$ cat src/hdl/chi_pkg.sv
package chi_pkg;

  localparam int MAX_KNOTS_DEF      = 64;
  localparam int MAX_COMPONENTS_DEF = 8;

  // Operation codes of an input transaction.
  localparam logic [1:0] OP_LOAD_TIME = 2'd0;
  localparam logic [1:0] OP_LOAD_VS   = 2'd1;
  localparam logic [1:0] OP_QUERY     = 2'd2;
  localparam logic [1:0] OP_RESERVED  = 2'd3;

  // Configuration register indexes.
  localparam logic CFG_KNOT_COUNT      = 1'b0;
  localparam logic CFG_COMPONENT_COUNT = 1'b1;

  localparam logic [6:0] KNOT_COUNT_RESET      = 7'd2;
  localparam logic [3:0] COMPONENT_COUNT_RESET = 4'd1;

  localparam int         DIV_STEPS = 64;
  localparam logic [30:0] ONE_Q30  = 31'h4000_0000;

  typedef struct packed {
    logic [1:0]  op;
    logic [5:0]  knot_index;
    logic [2:0]  comp_index;
    logic [31:0] word0;
    logic [31:0] word1;
  } item_t;

  typedef struct packed {
    logic [2:0]  component;
    logic [31:0] value;
    logic        out_of_domain;
    logic        last;
  } result_t;

  typedef struct packed {
    logic [6:0] knot_count;
    logic [3:0] component_count;
  } cfg_t;

  typedef enum logic [4:0] {
    ST_IDLE,
    ST_RD0,
    ST_RDL,
    ST_CHK,
    ST_SCAN,
    ST_DIVSET,
    ST_DIV,
    ST_SAT,
    ST_SQ,
    ST_CUBE,
    ST_BASIS,
    ST_G0,
    ST_G1,
    ST_CA,
    ST_CB,
    ST_CC,
    ST_CD,
    ST_CE,
    ST_EMIT,
    ST_ERR
  } state_t;

endpackage

$ cat src/hdl/chi_fifo.sv
module chi_fifo #(
  parameter int WIDTH = 8
) (
  input  logic             clk,
  input  logic             rst,
  input  logic             push,
  input  logic [WIDTH-1:0] din,
  output logic             full,
  input  logic             pop,
  output logic [WIDTH-1:0] dout,
  output logic             empty
);

  logic [WIDTH-1:0] slots [2];
  logic             wptr;
  logic             rptr;
  logic [1:0]       count;
  logic             do_push;
  logic             do_pop;

  assign full    = (count == 2'd2);
  assign empty   = (count == 2'd0);
  assign do_push = push && !full;
  assign do_pop  = pop && !empty;
  assign dout    = slots[rptr];

  always_ff @(posedge clk) begin
    if (rst) begin
      wptr  <= 1'b0;
      rptr  <= 1'b0;
      count <= 2'd0;
    end else begin
      if (do_push) wptr <= ~wptr;
      if (do_pop) rptr <= ~rptr;
      count <= count + 2'(do_push) - 2'(do_pop);
    end
  end

  always_ff @(posedge clk) begin
    if (do_push) slots[wptr] <= din;
  end

endmodule

$ cat src/hdl/chi_front.sv
module chi_front import chi_pkg::*; #(
  parameter int MAX_KNOTS      = MAX_KNOTS_DEF,
  parameter int MAX_COMPONENTS = MAX_COMPONENTS_DEF
) (
  input  logic  clk,
  input  logic  rst,
  input  logic  push,
  output logic  full,
  input  item_t in_item,
  output item_t q_item,
  output logic  q_empty,
  input  logic  q_pop
);

  logic keep;

  // Unused codes and loads beyond the table are accepted and dropped here.
  always_comb begin
    unique case (in_item.op)
      OP_LOAD_TIME: keep = int'(in_item.knot_index) < MAX_KNOTS;
      OP_LOAD_VS:   keep = (int'(in_item.knot_index) < MAX_KNOTS) &&
                           (int'(in_item.comp_index) < MAX_COMPONENTS);
      OP_QUERY:     keep = 1'b1;
      default:      keep = 1'b0;
    endcase
  end

  chi_fifo #(.WIDTH($bits(item_t))) u_queue (
    .clk   (clk),
    .rst   (rst),
    .push  (push && keep),
    .din   (in_item),
    .full  (full),
    .pop   (q_pop),
    .dout  (q_item),
    .empty (q_empty)
  );

endmodule

$ cat config.mk
export PLATFORM = sky130hd
export DESIGN_NAME = chi_front
export DESIGN_NICKNAME = d
export VERILOG_FILES = /design/src/hdl/chi_pkg.sv /design/src/hdl/chi_fifo.sv /design/src/hdl/chi_front.sv
export SDC_FILE = /design/constraint.sdc
export NUM_CORES = 1
export LEC_CHECK = 0
export BUFFER_PORTS_ARGS = -buffer_cell sky130_fd_sc_hd__buf_2
export CAP_MARGIN = 10
export CORE_MARGIN = 1
export CORE_UTILIZATION = 31
export DETAILED_ROUTE_END_ITERATION = 16
export GPL_TIMING_DRIVEN = 0
export PLACE_DENSITY = 0.55
export SYNTH_ARGS = -nofsm -noshare
export SYNTH_HDL_FRONTEND = slang
export SYNTH_SLANG_ARGS = --single-unit
$ cat constraint.sdc
create_clock -name clk -period 4 [get_ports clk]
set_clock_uncertainty 0.05 [all_clocks]
set_input_delay 0.4 -clock clk [delete_from_list [all_inputs] [get_ports clk]]
set_output_delay 0.4 -clock clk [all_outputs]
set_load 0.05 [all_outputs]
==> flow_summary.toml <==
[power_and_ir_drop]
p_int_mw = 3.40
power_mw = 5.39
vdd_drop_max_v = 0.000336
p_sw_mw = 1.98
pwr_density_cell_mw_per_mm2 = 706
p_leak_nw = 2.94
seqPwrFrac = 0.375
clkPwrFrac = 0.282
combPwrFrac = 0.343
p_sw_frac = 0.368

[die]
rows = 50
die_area_mm2 = 0.0196
core-area_mm2 = 0.0186
chipWidth_um = 140
start_util = 0.316
design.portCount = 156
die_y_um = 140

[worst_setup_path]
r2r_slack_ns = 1.69
worst-path-max-fanout = 17
cp-end-kind = "flip-flop"
reg2reg_depth = 6
path_class = "flip-flop to flip-flop"
cp.arrival_ns = 2.39
r2r-end = "u_queue.slots[0][44]"
r2r_start = "u_queue.count[0]"
critPathLaunchType = "flip-flop"
cp.required_ns = 4.08

[clock_network]
cts_setup_buffers = 0
cts_buffer_depth = 2
cts_tree = "done"
cts_root_buffer = "clkbuf_16"
ctsHoldBuffers = 0
clock_sinks = 155
cts_buffers = 17
clock_latency_ns = 0.42
path_clk_slew_ns = 0.07
ctsResizeCount = 0
cts_max_level = 4

[synth]
ys_warn_count = 0
ys_types = 25
seq_area_frac_synth = 0.782
syn_nets = 341
synth_top_cell_area_share = 0.765
yosysTopAreaCell = "edfxtp_1"
ys_ff_latch = 155
netlist_instances = 261
syn_avg_cell_area_um2 = 22.6
synth_area_leaders = "edfxtp_1, mux2_4, mux2_2"
syn_area_mm2 = 0.00589

[cells_and_area]
layout-drive-gt1-share = 0.625
areaGrowthSynthToFinish_pct = 29.6
nFillCells = 1705
nets = 520
diodes = 0
final_common_cell = "buf_2"
post-route-util = 0.410
layout_common_cells = "buf_2, edfxtp_1, mux2_4"

[route]
drt_wl_total_um = 10700
first_pass_iters = 4
drt_iter0_drc = 125
post-route-drc-count = 0
vias = 2973
ant_nets = 0
vias_per_cell = 4.33
drt-wirelength-per-cell_um = 15.6

[sta]
fmax_mhz = 433
post-route-period-util = 0.578
tightest_slew_ns = 0.947
setup_viol = 0
fin_ws_ns = 1.69
maxSlewHeadroom = 0.366
final_max_slew_viol_count = 0
rsz0062_at_grt = "false"
post-route-min-period_ns = 2.31
whs_ns = 0.115
hold_viol_final = 0

[global_routing]
overflow = 0
grt_pass1_wl_um = 16500
grt_pass1_vias = 3207
antenna_found_initial = 0
grt_max_degree = 43
groute.usage.overall = 0.113

[outcome]
outcome = "completed"

[placement]
gp_congestion = 0.688
post-place-ws_ns = 1.50
portBuffers = 155
hpwl_um = 7380

[flow_run]
max-cap-violations = 0

[hold_path]
hold_end = "u_queue.slots[1][68]"
hold_start = "in_item[68]"
hold_class = "primary input to flip-flop"
whs_path_depth = 1
routing by layer:
layer  track usage  up-vias  share of wire
met5             0        -              0
met4        0.0555        0          0.019
met1         0.130     1452           0.42
met3        0.0416       16          0.063
li1              -     1402              -
met2         0.187      103           0.50
sequential cells by signal (all words and copies together) (netlist names), named ones only:
signal,flops
u_queue.rptr,1
u_queue.slots,150
u_queue.count,2
u_queue.wptr,1
worst max-delay path by stage:
stage | start | endpoint | slack, ns
finish | u_queue.count[0] | u_queue.slots[0][44] | 1.69
detailed placement | in_item[73] | u_queue.slots[0][53] | 1.50
global route | u_queue.count[0] | u_queue.slots[0][39] | 1.51
floorplan | u_queue.count[0] | u_queue.slots[0][0] | 1.02
CTS | u_queue.count[0] | u_queue.slots[0][39] | 1.63
global placement | in_item[73] | u_queue.slots[1][49] | -0.11
through the flow:
| stage | instances | area, um2 | setup TNS (ns) |
|---|---|---|---|
| 2_1_floorplan | 261 | 5890 | 0 |
| 3_3_place_gp | 650 | 6960 | -13.81 |
| 3_5_place_dp | 655 | 7080 | 0 |
| 4_1_cts | 687 | 7630 | 0 |
| 5_1_grt | 687 | 7630 | 0 |
| 6_report | 687 | 7630 | 0 |
cell families after synthesis:
group | share of synthesized area
adders and majority gates | 0.00212
xor gates and xnor gates | 0.00297
and+or+nand+nor | 0.0130
buffers and inverters | 0.0151
DFF | 0.782
AOI/OAI and AO/OA | 0.00977
muxes | 0.175
worst max-delay path: stages, from the launching register on:
cell,delay (ns)
dfxtp_1,0.38
nand2b_4,0.18
inv_2,0.06
nor3_4,0.76
buf_16,0.24
buf_16,0.17
buf_8,0.15
synth_stat cells:
| library cell | instances |
|---|---|
| a31oi_1 | 1 |
| nor2_1 | 3 |
| ha_1 | 1 |
| nand4_1 | 1 |
| buf_6 | 6 |
| nand2b_4 | 1 |
| dfxtp_1 | 5 |
| nor3_1 | 2 |
| inv_2 | 1 |
| nor3_4 | 1 |
| o21ba_2 | 1 |
| nor3b_2 | 1 |
| a21boi_2 | 1 |
| xor2_1 | 1 |
| o21a_1 | 1 |
| a21bo_2 | 1 |
| inv_1 | 2 |
| edfxtp_1 | 150 |
| buf_2 | 2 |
| mux2_4 | 50 |
| mux2_2 | 25 |
| xnor2_1 | 1 |
| a21boi_0 | 1 |
| a21oi_1 | 1 |
| and3_1 | 1 |
cell type report:
type	count	area, um2	share of cell area
multi-input cells	95	1200	0.157
well taps	234	293	0.0383
inverters	3	11.3	0.00147
clock inverters	15	134	0.0175
clock buffers	17	425	0.0557
plain buffers	8	77.6	0.0102
flip-flops and latches	155	4600	0.603
repair buffers	160	888	0.116
power by group through the flow:
stage	Sequential [mW]	Combinational [mW]	Clock, mW
finish	2.02	1.85	1.52
detailed placement	2.06	1.88	0
global route	2.03	1.94	1.62
global placement	2.07	1.82	0
floorplan	2.05	1.48	0
CTS	2.02	1.88	1.57
(Power assumes the default switching activity.)
