[src/hdl/chi_fifo.sv]
module chi_fifo #(
  parameter int WIDTH = 8
) (
  input  logic             clk,
  input  logic             rst,
  input  logic             push,
  input  logic [WIDTH-1:0] din,
  output logic             full,
  input  logic             pop,
  output logic [WIDTH-1:0] dout,
  output logic             empty
);

  logic [WIDTH-1:0] slots [2];
  logic             wptr;
  logic             rptr;
  logic [1:0]       count;
  logic             do_push;
  logic             do_pop;

  assign full    = (count == 2'd2);
  assign empty   = (count == 2'd0);
  assign do_push = push && !full;
  assign do_pop  = pop && !empty;
  assign dout    = slots[rptr];

  always_ff @(posedge clk) begin
    if (rst) begin
      wptr  <= 1'b0;
      rptr  <= 1'b0;
      count <= 2'd0;
    end else begin
      if (do_push) wptr <= ~wptr;
      if (do_pop) rptr <= ~rptr;
      count <= count + 2'(do_push) - 2'(do_pop);
    end
  end

  always_ff @(posedge clk) begin
    if (do_push) slots[wptr] <= din;
  end

endmodule

[config.mk]
export PLATFORM = sky130hd
export DESIGN_NAME = chi_fifo
export DESIGN_NICKNAME = d
export VERILOG_FILES = /design/src/hdl/chi_fifo.sv
export SDC_FILE = /design/constraint.sdc
export NUM_CORES = 1
export LEC_CHECK = 0
export ABC_CLOCK_PERIOD_IN_PS = 1520
export BUFFER_PORTS_ARGS = -buffer_cell sky130_fd_sc_hd__buf_2
export CORE_ASPECT_RATIO = 1.25
export CORE_MARGIN = 3
export CORE_UTILIZATION = 30
export DETAILED_ROUTE_END_ITERATION = 10
export SYNTH_ARGS = -nofsm -noshare
export SYNTH_HDL_FRONTEND = slang
export SYNTH_SLANG_ARGS = --single-unit
[constraint.sdc]
create_clock -name clk -period 1.52 [get_ports clk]
set_input_delay 0.076 -clock clk [delete_from_list [all_inputs] [get_ports clk]]
set_output_delay 0.076 -clock clk [all_outputs]
set_load 0.03 [all_outputs]
==> flow_results.org, run 1 <==
** Status
- Run status :: finished with violations
- The final reports fail on negative setup slack.

** Worst setup path
- Counting cells, the worst reg-to-reg path comes to 7.
- STA classifies the critical path startpoint as a flop.
- At the worst endpoint, the required time is 1.73 ns.
- The critical path in this run is classified as reg -> reg.
- Arrival time reported for the critical path endpoint :: 1.79 ns
- Of all nets on the critical path, the largest fanout is 3.
- The worst setup path is captured at a flop.

** Min path
- The worst hold path passes through 4 cells.
- The min-delay analysis places its worst path in the category in -> reg.

** Yosys
- Part of the Yosys area used for sequential elements :: 0.716
- Synthesis produced 52 cells.
- For this run, the leading register cell type out of synthesis is edfxtp_1.
- Counting flops with a built-in enable in the synthesized netlist gives 16.
- Synthesized net count :: 66
- The cell area that synthesis handed to floorplanning was 811 sq um.
- A synthesized cell averages 15.6 sq um.
- Register bit total from synthesis :: 21
- The Yosys step of the flow raised 0 warnings.
- Fraction of registers with async set or reset after synthesis :: 0
- Synth cell types :: 21

** Clocking
- Maximum buffer depth of the clock tree :: 2
- After clock tree synthesis, the clock-pin slew on the worst setup and hold paths is 0.11 ns.
- Buffers inserted during clock tree synthesis total 3.
- In this run the number of H-tree levels came out at 1.
- CTS tree :: built
- The root buffer cell chosen for the clock tree is clkbuf_4.
- Clock sinks :: 21
- Clock latency on the worst-skew pair :: 0.29 ns

** Layout
- Most frequent cells in the layout :: 21 x buf_2, 16 x edfxtp_1, 9 x dlygate4sd3_1
- Total area of sequential cells :: 587 sq um
- For this run, the number of standard cells in the final layout without fillers is 122.
- Final non-filler cell area :: 1170 sq um
- After filler insertion, the fill cell instance count of the layout stands at 242.
- In the final layout, the share of cells above drive strength 1 is 0.517.
- The multi-input combinational cells in the finished layout cover a total of 267 sq um.
- In the final design database the tool counted 104 nets.
- Final antenna diode count :: 0
- The library cell used most frequently in the layout, excluding fill and tap cells, is buf_2.
- Relative to the synthesized area, the layout overhead comes to 44.9%.

** Timing
- Worst-Margin Slew :: 0.213 ns
- Setup total negative slack on the finished layout was measured at -0.0544 ns.
- RSZ-0062 raised after global routing :: true
- Setup skew after layout :: 0.00610 ns
- Count of final hold-check violations :: 0
- Final critical-path share of the clock period :: 1.04
- The final number of max-transition violations was 0.
- Maximum clock frequency :: 635 MHz
- Final Critical Period :: 1.57 ns
- Headroom to the max-slew limit came out at 0.858.
- Final setup violation count :: 1
- Worst-case setup margin in the final layout :: -0.0544 ns

** Placed design
- Number of placed instances with taps included :: 108
- During placement, the flow inserted port buffers numbering 21.
- At the end of routability-driven placement, the weighted congestion stood at 0.672.
- Once detailed placement completed, the half-perimeter wirelength came to 908 um.
- After detailed placement, the total cell area comes to 987 sq um.

** Routing
- DRC Markers :: 0
- Vias :: 532
- Average wire per standard cell :: 11.7 um
- The first detailed-routing pass ran for 2 iterations.
- Iter 0 DRT Violations :: 7
- Once detail routing completed, the nets flagged for antenna violations numbered 0.
- Average vias per placed instance :: 4.36
- The final layout contains routed wiring with a total length of 1.43 mm.

** Power and ir drop
- VDD IR-drop max :: 853 uV
- Leakage power figure :: 0.471 nW
- Total Power :: 0.00194 W
- Power density over the cells :: 1650 nW/um^2

** GRT
- Maximum number of pins on one net before global-route repair :: 13
- For this run the aggregate overflow at the end of global routing stands at 0.
- The first global-routing pass estimated 2.05 mm of wire.
- Number of global-route vias before repair :: 533
- For this run, the total global-route usage over all layers was measured as 0.0821.
- The number of antenna violations at the first check in global routing came to 0.

** Die
- Die height :: 64.1 um
- Die footprint :: 3370 sq um
- The core region is 2500 sq um.
- Count of boundary I/O pins :: 22
- Row count :: 20
- Starting density of the core :: 0.324
- The floorplan step set the die width to 52.5 um.

** Flow run
- Reported max-cap violation count :: 0
[path summary, 6_finish.rpt]
kind / startpoint / endpoint / slack (ns)
max: count[0] / count[1] / -0.05
min: pop / rptr / 0.19
max reg2reg: count[0] / count[1] / -0.05
min reg2reg: wptr / wptr / 0.50
[kinds of logic (layout without fill, tap and decap cells)]
kind of cell,Yosys count,in the layout,synth area share
and+or+nand+nor,11,11,0.0725
buffers and inverters,5,42,0.0247
muxes,8,8,0.111
AOI/OAI and AO/OA,3,3,0.0231
adders and majority gates,2,2,0.0309
DFF,21,21,0.716
xor gates and xnor gates,2,2,0.0216
[power by group]
| group | internal [W] | switching (W) | total (W) |
|---|---|---|---|
| registers | 0.000754 | 0.0000833 | 0.000838 |
| clock network | 0.0000978 | 0.000154 | 0.000252 |
| logic | 0.000382 | 0.000465 | 0.000847 |
[stage by stage]
stage	util	hold slack, ns	worst slack [ns]
finish	0.470	0.195	-0.0544
detailed placement	0.395	0.271	-0.0124
global route	0.470	0.201	-0.120
floorplan	-	0.145	0.0464
global placement	0.395	0.265	0.0300
CTS	0.443	0.165	-0.0180
[critical path, stage by stage (launching register included)]
cell and delay [ns]:
dfxtp_2 0.36, o21a_4 0.23, ha_4 0.25, inv_2 0.04, ha_4 0.16, xor2_2 0.17, and2_1 0.13, nor3_1 0.16
[repair_timing]
action / 4_1_cts / 5_1_grt
resized for setup: 2 / 13
endpoints found under the setup margin: 5 / 1
hold buffers: 9 / 0
pin swaps: 0 / 6
endpoints found under the hold margin: 20 / 0
setup buffers: 0 / 1
[synth_stat cells, types with 2 or more instances]
master    count  area share
ha_1          2       0.031
edfxtp_1     16        0.59
nor2_1        4       0.019
dfxtp_1       5        0.12
mux2_1        5       0.069
mux2_2        3       0.042
inv_1         3       0.014
[registers in the layout (all words and copies together), names as in the netlist, named ones only]
name	flops
count	2
rptr	1
slots	16
wptr	1
[per-layer routing]
metal	vias up	track usage	part of all wire
li1	260	-	-
met1	254	0.0988	0.43
met2	16	0.129	0.50
met3	2	0.0210	0.057
met4	0	0.0479	0.0070
met5	-	0	0
[area by class of cell]
cell class / count / area share
flip-flops and latches: 21 / 0.499
multi-input cells: 26 / 0.227
repair buffers: 34 / 0.202
well taps: 33 / 0.0351
clock buffers: 3 / 0.0192
inverters: 4 / 0.0128
clock inverters: 1 / 0.00426
Power figures use the tool's default switching activity.
==> run 2, diff against run 1 <==
ABC_AREA = 1   (was not set)
==> run 2 against run 1 <==
Net effect:
- the flow still finishes with violations (negative setup slack)
- synthesized area increased by 7.1%
- wire length increased by 16%
- fmax increased by 3.5%
- critical path type unchanged
==> flow_results.org, run 2 <==
** Status
- The flow ran to the end, but the final reports show violations.
- Violations in the final reports :: negative setup slack

** Worst setup path
- Endpoint of the most critical register-to-register path :: count[1]
- STA classifies the critical path endpoint as a flop.
- Along the worst path, the maximum fanout reaches 3.
- Crit Path Class :: reg -> reg
- For the worst flop-to-flop path, the logic depth is 11.
- Required @ worst endpoint :: 1.75 ns
- Register-to-register path setup slack :: -0.0009 ns
- The worst register-to-register path begins at count[0].
- Data on the critical path arrives at its endpoint at 1.75 ns.
- Kind of start point of the critical path :: flop

** Layout
- Most frequent cells in the layout :: 21 x buf_2, 16 x edfxtp_1, 9 x dlygate4sd3_1
- Final non-filler cell area :: 1230 sq um
- Biggest register :: slots
- At the end of the flow, the number of nets in the layout was 119.
- Final core occ :: 0.452
- Final antenna diode count :: 0
- Cell Count, Final, Fillers Out :: 138
- The register with the most flip-flops in the layout has 16 of them.
- Largest registers ranked by flip-flop count :: slots: 16 flops, count: 2 flops
- Of the cells placed in the final design, the portion with a size suffix greater than 1 is 0.510.
- Most common cell after layout, fill and taps aside :: buf_2
- Area growth, synth to finish :: 42.2%

** Timing
- Clock skew on the completed layout was measured at 0.00213 ns.
- Headroom to the max-slew limit :: 0.772
- The final number of max-transition violations came to 0.
- Count of final hold-check violations :: 0
- Setup violations remaining at the end of the flow were counted as 1.
- Dividing the final minimum period by the clock period gives 1.00.
- RSZ-0062 raised after global routing :: true
- Counting I/O delays and the setup requirement, the final critical path takes 1.52 ns.
- Maximum clock frequency :: 658 MHz
- For the pin with the worst max-slew slack, the measured transition is 0.342 ns.
- Across all setup checks in the final design, the least slack found is -0.000879 ns.
- Total Negative Setup Slacks :: -0.000879 ns

** Placed design
- Post-Place Cell Area :: 1030 sq um
- Routability-driven placement finished with a final weighted congestion of 0.648.
- Detailed placement ended at an HPWL of 1.02 mm.
- Number of placed instances with taps included :: 121
- Port bufs :: 21

** Yosys
- The most used flip-flop cell after synthesis is edfxtp_1.
- Cells taking the most area after synthesis :: edfxtp_1 55%, mux2_4 14%, dfxtp_1 12%, inv_1 4.3%, nand2_1 3.5%
- Counting flops with an async set or reset pin after synthesis yields a share of 0.
- Synthesized net count :: 78
- Of the synthesized area, sequential elements account for 0.669.
- Synthesis produced a netlist whose cell count is 64.
- In the synthesized netlist, the cells that appear most often are 16 x edfxtp_1, 10 x inv_1, 8 x mux2_4, 8 x nand2_1, 7 x nor2_1.
- Fraction of the mapped netlist area in adder cells :: 0.0288
- Mean instance size in the synthesized netlist :: 13.6 sq um
- Xor and xnor fraction of the mapped netlist area :: 0
- In this run the cell area of the synthesized design comes to 868 sq um.
- Simple logic cell fraction of the synthesized area :: 0.0965
- The Yosys step of the flow raised 0 warnings.
- The synthesized design contains 16 enable-type register cells.
- Leading cell type by number of instances after synthesis :: edfxtp_1
- Synth area leader :: edfxtp_1
- Fraction of synthesized area in multiplexers :: 0.138
- Share of the synthesized area in the top cell type :: 0.553
- After synthesis, the largest family of logic cells by area is multiplexers.
- The fraction of the mapped netlist area in compound gates came to 0.0115.
- Synth cell types :: 11
- Synthesis inferred 21 register bits.

** Routing
- Iter 0 DRT Violations :: 16
- Antenna Violating Nets Remaining :: 0
- Summing over every cut layer, the via total after detailed routing is 578.
- Using the TritonRoute via totals, the vias-per-cell ratio works out to 4.19.
- After detailed routing, the total wire length is 1.66 mm.
- In the final routed layout, each cell accounts on average for 12.0 um.
- The first TritonRoute pass finished after 2 iterations.
- For this run, design rule violations remaining after detail routing come to 0.

** Power and ir drop
- Leakage power figure :: 0.540 nW
- Power density over the cells :: 1710 nW/um^2
- Across the VDD grid, the largest voltage drop is 1230 uV.

** Die
- The die is 54.1 um wide.
- After floorplanning, the core was sized to cover 2730 sq um.
- Count of boundary I/O pins :: 22
- Die footprint :: 3580 sq um
- The initialized floorplan defines 21 standard-cell rows.
- The die is 66.2 um tall.
- Starting density of the core :: 0.318

** GRT
- Entering global routing, the biggest net connects 13 pins.
- Number of global-route vias before repair :: 605
- The total overflow left after global routing is 0.
- The first global-routing pass estimated 2.28 mm of wire.
- Total track usage :: 0.0871
- Number of antenna violations at the first check in global routing :: 0

** Clocking
- CTS built an H-tree with a depth of 1.
- For the worst-skew pair, the clock arrives at the later sink with an insertion delay of 0.29 ns.
- Maximum buffer depth of the clock tree :: 2
- CTS placed an instance of clkbuf_4 at the clock tree root.
- The clock drives 21 sinks.
- CTS tree :: built
- Counting the buffers created by CTS gives 3.
- Clock slew seen by the registers of the worst setup and hold paths :: 0.11 ns

** Min path
- Start point of the worst hold path :: push
- Cell depth of the worst hold path :: 3
- The path with the worst hold slack has its endpoint at wptr.
- Path category of the worst min-delay check :: in -> reg

** Flow run
- Reported max-cap violation count :: 0
-- run 2: cell types whose count changed after synthesis, moves of 2 or more --
cell,change
mux2_4,+8
inv_1,+7
nand2_1,+7
mux2_1,-5
mux2_2,-3
nand3_1,+3
nor2_1,+3
nor2_2,+2
-- run 2: cell type report --
cell class,count,area (sq um)
inverters,10,40.0
repair buffers,37,251
fillers,268,1500
well taps,34,42.5
clock buffers,3,22.5
flip-flops and latches,21,583
multi-input cells,32,290
clock inverters,1,5.00
-- run 2: per-layer routing --
layer  up-vias  GRT usage  share of wire
met2        20      0.156           0.55
met4         0     0.0374         0.0085
li1        294          -              -
met5         -          0              0
met3         2     0.0135          0.054
met1       262     0.0977           0.39
-- run 2: cells by family after synthesis --
group	count (synthesis)
flops	21
simple gates	20
buf+inv	11
mux	8
compound gates	2
fa+ha+maj	2
-- run 2: how the worst max path moves through the flow --
| stage | startpoint | to | slack [ns] | cells after the start |
|---|---|---|---|---|
| after floorplan | count[0] | count[1] | 0.05 | 10 |
| after global placement | count[0] | count[1] | 0.05 | 10 |
| after detailed placement | count[0] | count[1] | -0.02 | 10 |
| after CTS | count[0] | count[1] | 0.03 | 10 |
| after global routing | count[0] | count[1] | -0.07 | 11 |
| final | count[0] | count[1] | -0.0009 | 11 |
-- run 2: stage by stage --
step / power [W] / worst slack [ns] / hold slack (ns)
floorplan: 0.00138 / 0.0510 / 0.147
global placement: 0.00155 / 0.0466 / 0.249
detailed placement: 0.00158 / -0.0182 / 0.251
CTS: 0.00186 / 0.0290 / 0.0628
global route: 0.00225 / -0.0725 / 0.0861
finish: 0.00211 / -0.000879 / 0.0851
-- run 2: critical path, cell delays in order (launching register included) --
cell	delay [ns]
dfxtp_2	0.35
buf_6	0.11
nor2_4	0.12
nor2_4	0.07
ha_4	0.27
inv_4	0.04
ha_4	0.16
inv_2	0.05
nand2_2	0.06
nand3_2	0.07
nand2_1	0.07
nor2_1	0.09
-- run 2: timing repair --
action / in CTS / in global routing
pin swaps: 0 / 8
endpoints found under the hold margin: 17 / 0
endpoints found under the setup margin: 1 / 1
gates resized for setup: 1 / 14
hold buffers: 9 / 0
setup buffers: 0 / 4
-- run 2: report_power, final --
group / internal [W] / leakage [nW] / total [W] / switching [W]
Sequential: 0.000744 / 0.191 / 0.000798 / 0.0000545
Combinational: 0.000472 / 0.331 / 0.00106 / 0.000586
Clock: 0.0000977 / 0.0177 / 0.000252 / 0.000155
==> run 3, diff against run 2 <==
SKIP_CTS_REPAIR_TIMING = 1   (was not set)
==> run 3 against run 2 <==
Net effect:
- the flow now finishes without violations
- clock skew rose by 0.00084 ns
- worst hold slack lost 0.011 ns
- die area unchanged
- sequential share of layout area rose by 0.78 points
- core utilization is 0.73 points lower
- clock power hardly changed
- critical path type unchanged
- largest cell class unchanged
- highest routed layer unchanged
==> flow_results.org, run 3 (synthesized netlist as in run 2, its figures left out) <==
** Routing
- Average wire per standard cell :: 11.3 um
- DRC Markers :: 0
- Average vias per placed instance :: 4.21
- The routed layout has 573 vias.
- Detailed-route wire length :: 1.53 mm
- TritonRoute pass-1 iters :: 4
- Iter 0 DRT Violations :: 9
- Antenna Violating Nets Remaining :: 0

** Worst setup path
- At the worst endpoint, the arrival time is 1.67 ns.
- The critical path is of the reg -> reg type.
- STA classifies the critical path startpoint as a flop.
- Of all nets on the critical path, the largest fanout is 2.
- Required @ worst endpoint :: 1.72 ns
- Length in cells of the worst reg-to-reg path :: 10
- Kind of end point of the critical path :: flop

** Clocking
- Clock slew seen by the registers of the worst setup and hold paths :: 0.11 ns
- The clock net in this run drives a total of 21 sinks.
- Root buffer cell :: clkbuf_4
- The number of clock buffers added by TritonCTS is 3.
- At the later pin of the worst-skew pair, clock insertion delay measures 0.29 ns.
- CTS tree :: built
- The clock passes through at most 2 buffers.
- Number of H-tree levels :: 1

** Timing
- Setup skew after layout :: 0.00298 ns
- Fin. max-slew vios :: 0
- Final critical-path share of the clock period :: 0.968
- The total count of hold-check failures in the final report came to 0.
- For the pin with the worst max-slew slack, the measured transition is 0.338 ns.
- Across all setup checks in the final design, the least slack found is 0.0481 ns.
- Subtracting the final worst setup slack from the clock period gives 1.47 ns.
- Maximum clock frequency :: 679 MHz
- Headroom to the max-slew limit came out at 0.774.
- Final setup violation count :: 0

** GRT
- Number of antenna violations at the first check in global routing :: 0
- In the global route stage, overall resource usage came out at 0.0793.
- Number of global-route vias before repair :: 553
- Maximum number of pins on one net before global-route repair :: 13
- First-pass GRT wire length :: 2.08 mm
- For this run the aggregate overflow at the end of global routing stands at 0.

** Min path
- Path category of the worst min-delay check :: in -> reg
- The worst hold path was traced through 3 stages.

** Power and ir drop
- The share of total power dissipated in sequential elements is 0.390.
- IR analysis of the VDD net gives a maximum drop of 1000 uV.
- Of the total power, the clock network draws 0.125.
- Combinational share of power :: 0.485
- Switching power of the nets :: 0.000761 W
- Leakage power figure :: 0.530 nW
- Of the total power, the share spent switching nets is 0.375.
- Summing internal, switching and leakage power gives 0.00203 W.
- Power density over the cells :: 1670 nW/um^2
- Internal Dissipation :: 0.00127 W

** Flow run
- The tool flagged a number of max-cap violations equal to 0.

** Die
- For this configuration, the core starts out at a cell density of 0.318.
- 22 I/O pins were placed.
- In this run the vertical extent of the chip is 66.2 um.
- In this run the standard cell core region covers 2730 sq um.
- Row count :: 21
- Die footprint :: 3580 sq um
- In this run the horizontal extent of the chip is 54.1 um.

** Layout
- For this run, the post-layout net count is 117.
- Excluding fillers, the count of instances in the completed layout stands at 136.
- Fraction of final layout cells with drive strength greater than 1 :: 0.490
- Area growth, synth to finish :: 39.9%
- Biggest register :: slots
- Max reg flops :: 16
- The top cell types in the final layout, fill and taps aside, are 21 x buf_2, 16 x edfxtp_1, 9 x dlygate4sd3_1.
- Final non-filler cell area :: 1210 sq um
- Leaving out fill and tap cells, the most frequent cell in the layout is buf_2.
- Final antenna diode count :: 0
- Largest registers ranked by flip-flop count :: slots: 16 flops, count: 2 flops

** Placed design
- Once placement finished, the instance area stood at 1030 sq um.
- In this run the tool buffered the top-level ports with 21 buffer cells.
- Number of placed instances with taps included :: 121
- Timing analysis after detailed placement gives a worst setup slack of -0.0182 ns.
- After legalization and detailed placement, the total HPWL measured 1.02 mm.
- Routability-driven placement finished with a final weighted congestion of 0.648.

** Status
- The run finished with clean final reports.
run 3: worst max-delay path, stage by stage, from the launching register on:
cell and delay [ns]:
dfxtp_2 0.34, buf_6 0.12, nor2_4 0.13, nor2_4 0.06, ha_4 0.26, inv_2 0.04, ha_4 0.15, inv_2 0.05
nand2_2 0.05, a21oi_2 0.13, nor2_1 0.04
run 3: worst paths after layout:
| kind | to | startpoint | slack (ns) |
|---|---|---|---|
| hold reg to reg | rptr | rptr | 0.52 |
| setup / recovery | count[1] | count[0] | 0.05 |
| hold / removal | wptr | push | 0.07 |
| setup reg to reg | count[1] | count[0] | 0.05 |
run 3: power groups by stage:
stage | Sequential [W] | Clock [W] | Combinational [W]
after floorplan | 0.000799 | 0 | 0.000586
after global placement | 0.000804 | 0 | 0.000748
after detailed placement | 0.000809 | 0 | 0.000773
after CTS | 0.000796 | 0.000265 | 0.000774
after global routing | 0.000803 | 0.000295 | 0.00107
final | 0.000792 | 0.000254 | 0.000984
run 3: layout make-up:
class | count | area, sq um
clock inverters | 1 | 5.00
well taps | 34 | 42.5
clock buffers | 3 | 22.5
inverters | 10 | 37.5
repair buffers | 35 | 236
flip-flops and latches | 21 | 583
multi-input cells | 32 | 288
fillers | 277 | 1520
run 3: metal layers:
layer,vias to the layer above,part of all wire,track usage
met5,-,0,0
met4,0,0.015,0.0374
met2,20,0.52,0.130
met1,260,0.40,0.0905
li1,291,-,-
met3,2,0.060,0.0248
run 3: through the flow:
step | TNS, ns | utilization | hold slack [ns]
after floorplan | 0 | - | 0.147
after global placement | 0 | 0.378 | 0.249
after detailed placement | -0.0182 | 0.378 | 0.251
after CTS | -0.0313 | 0.388 | -0.0730
after global routing | -0.0129 | 0.445 | 0.0861
final | 0 | 0.445 | 0.0736
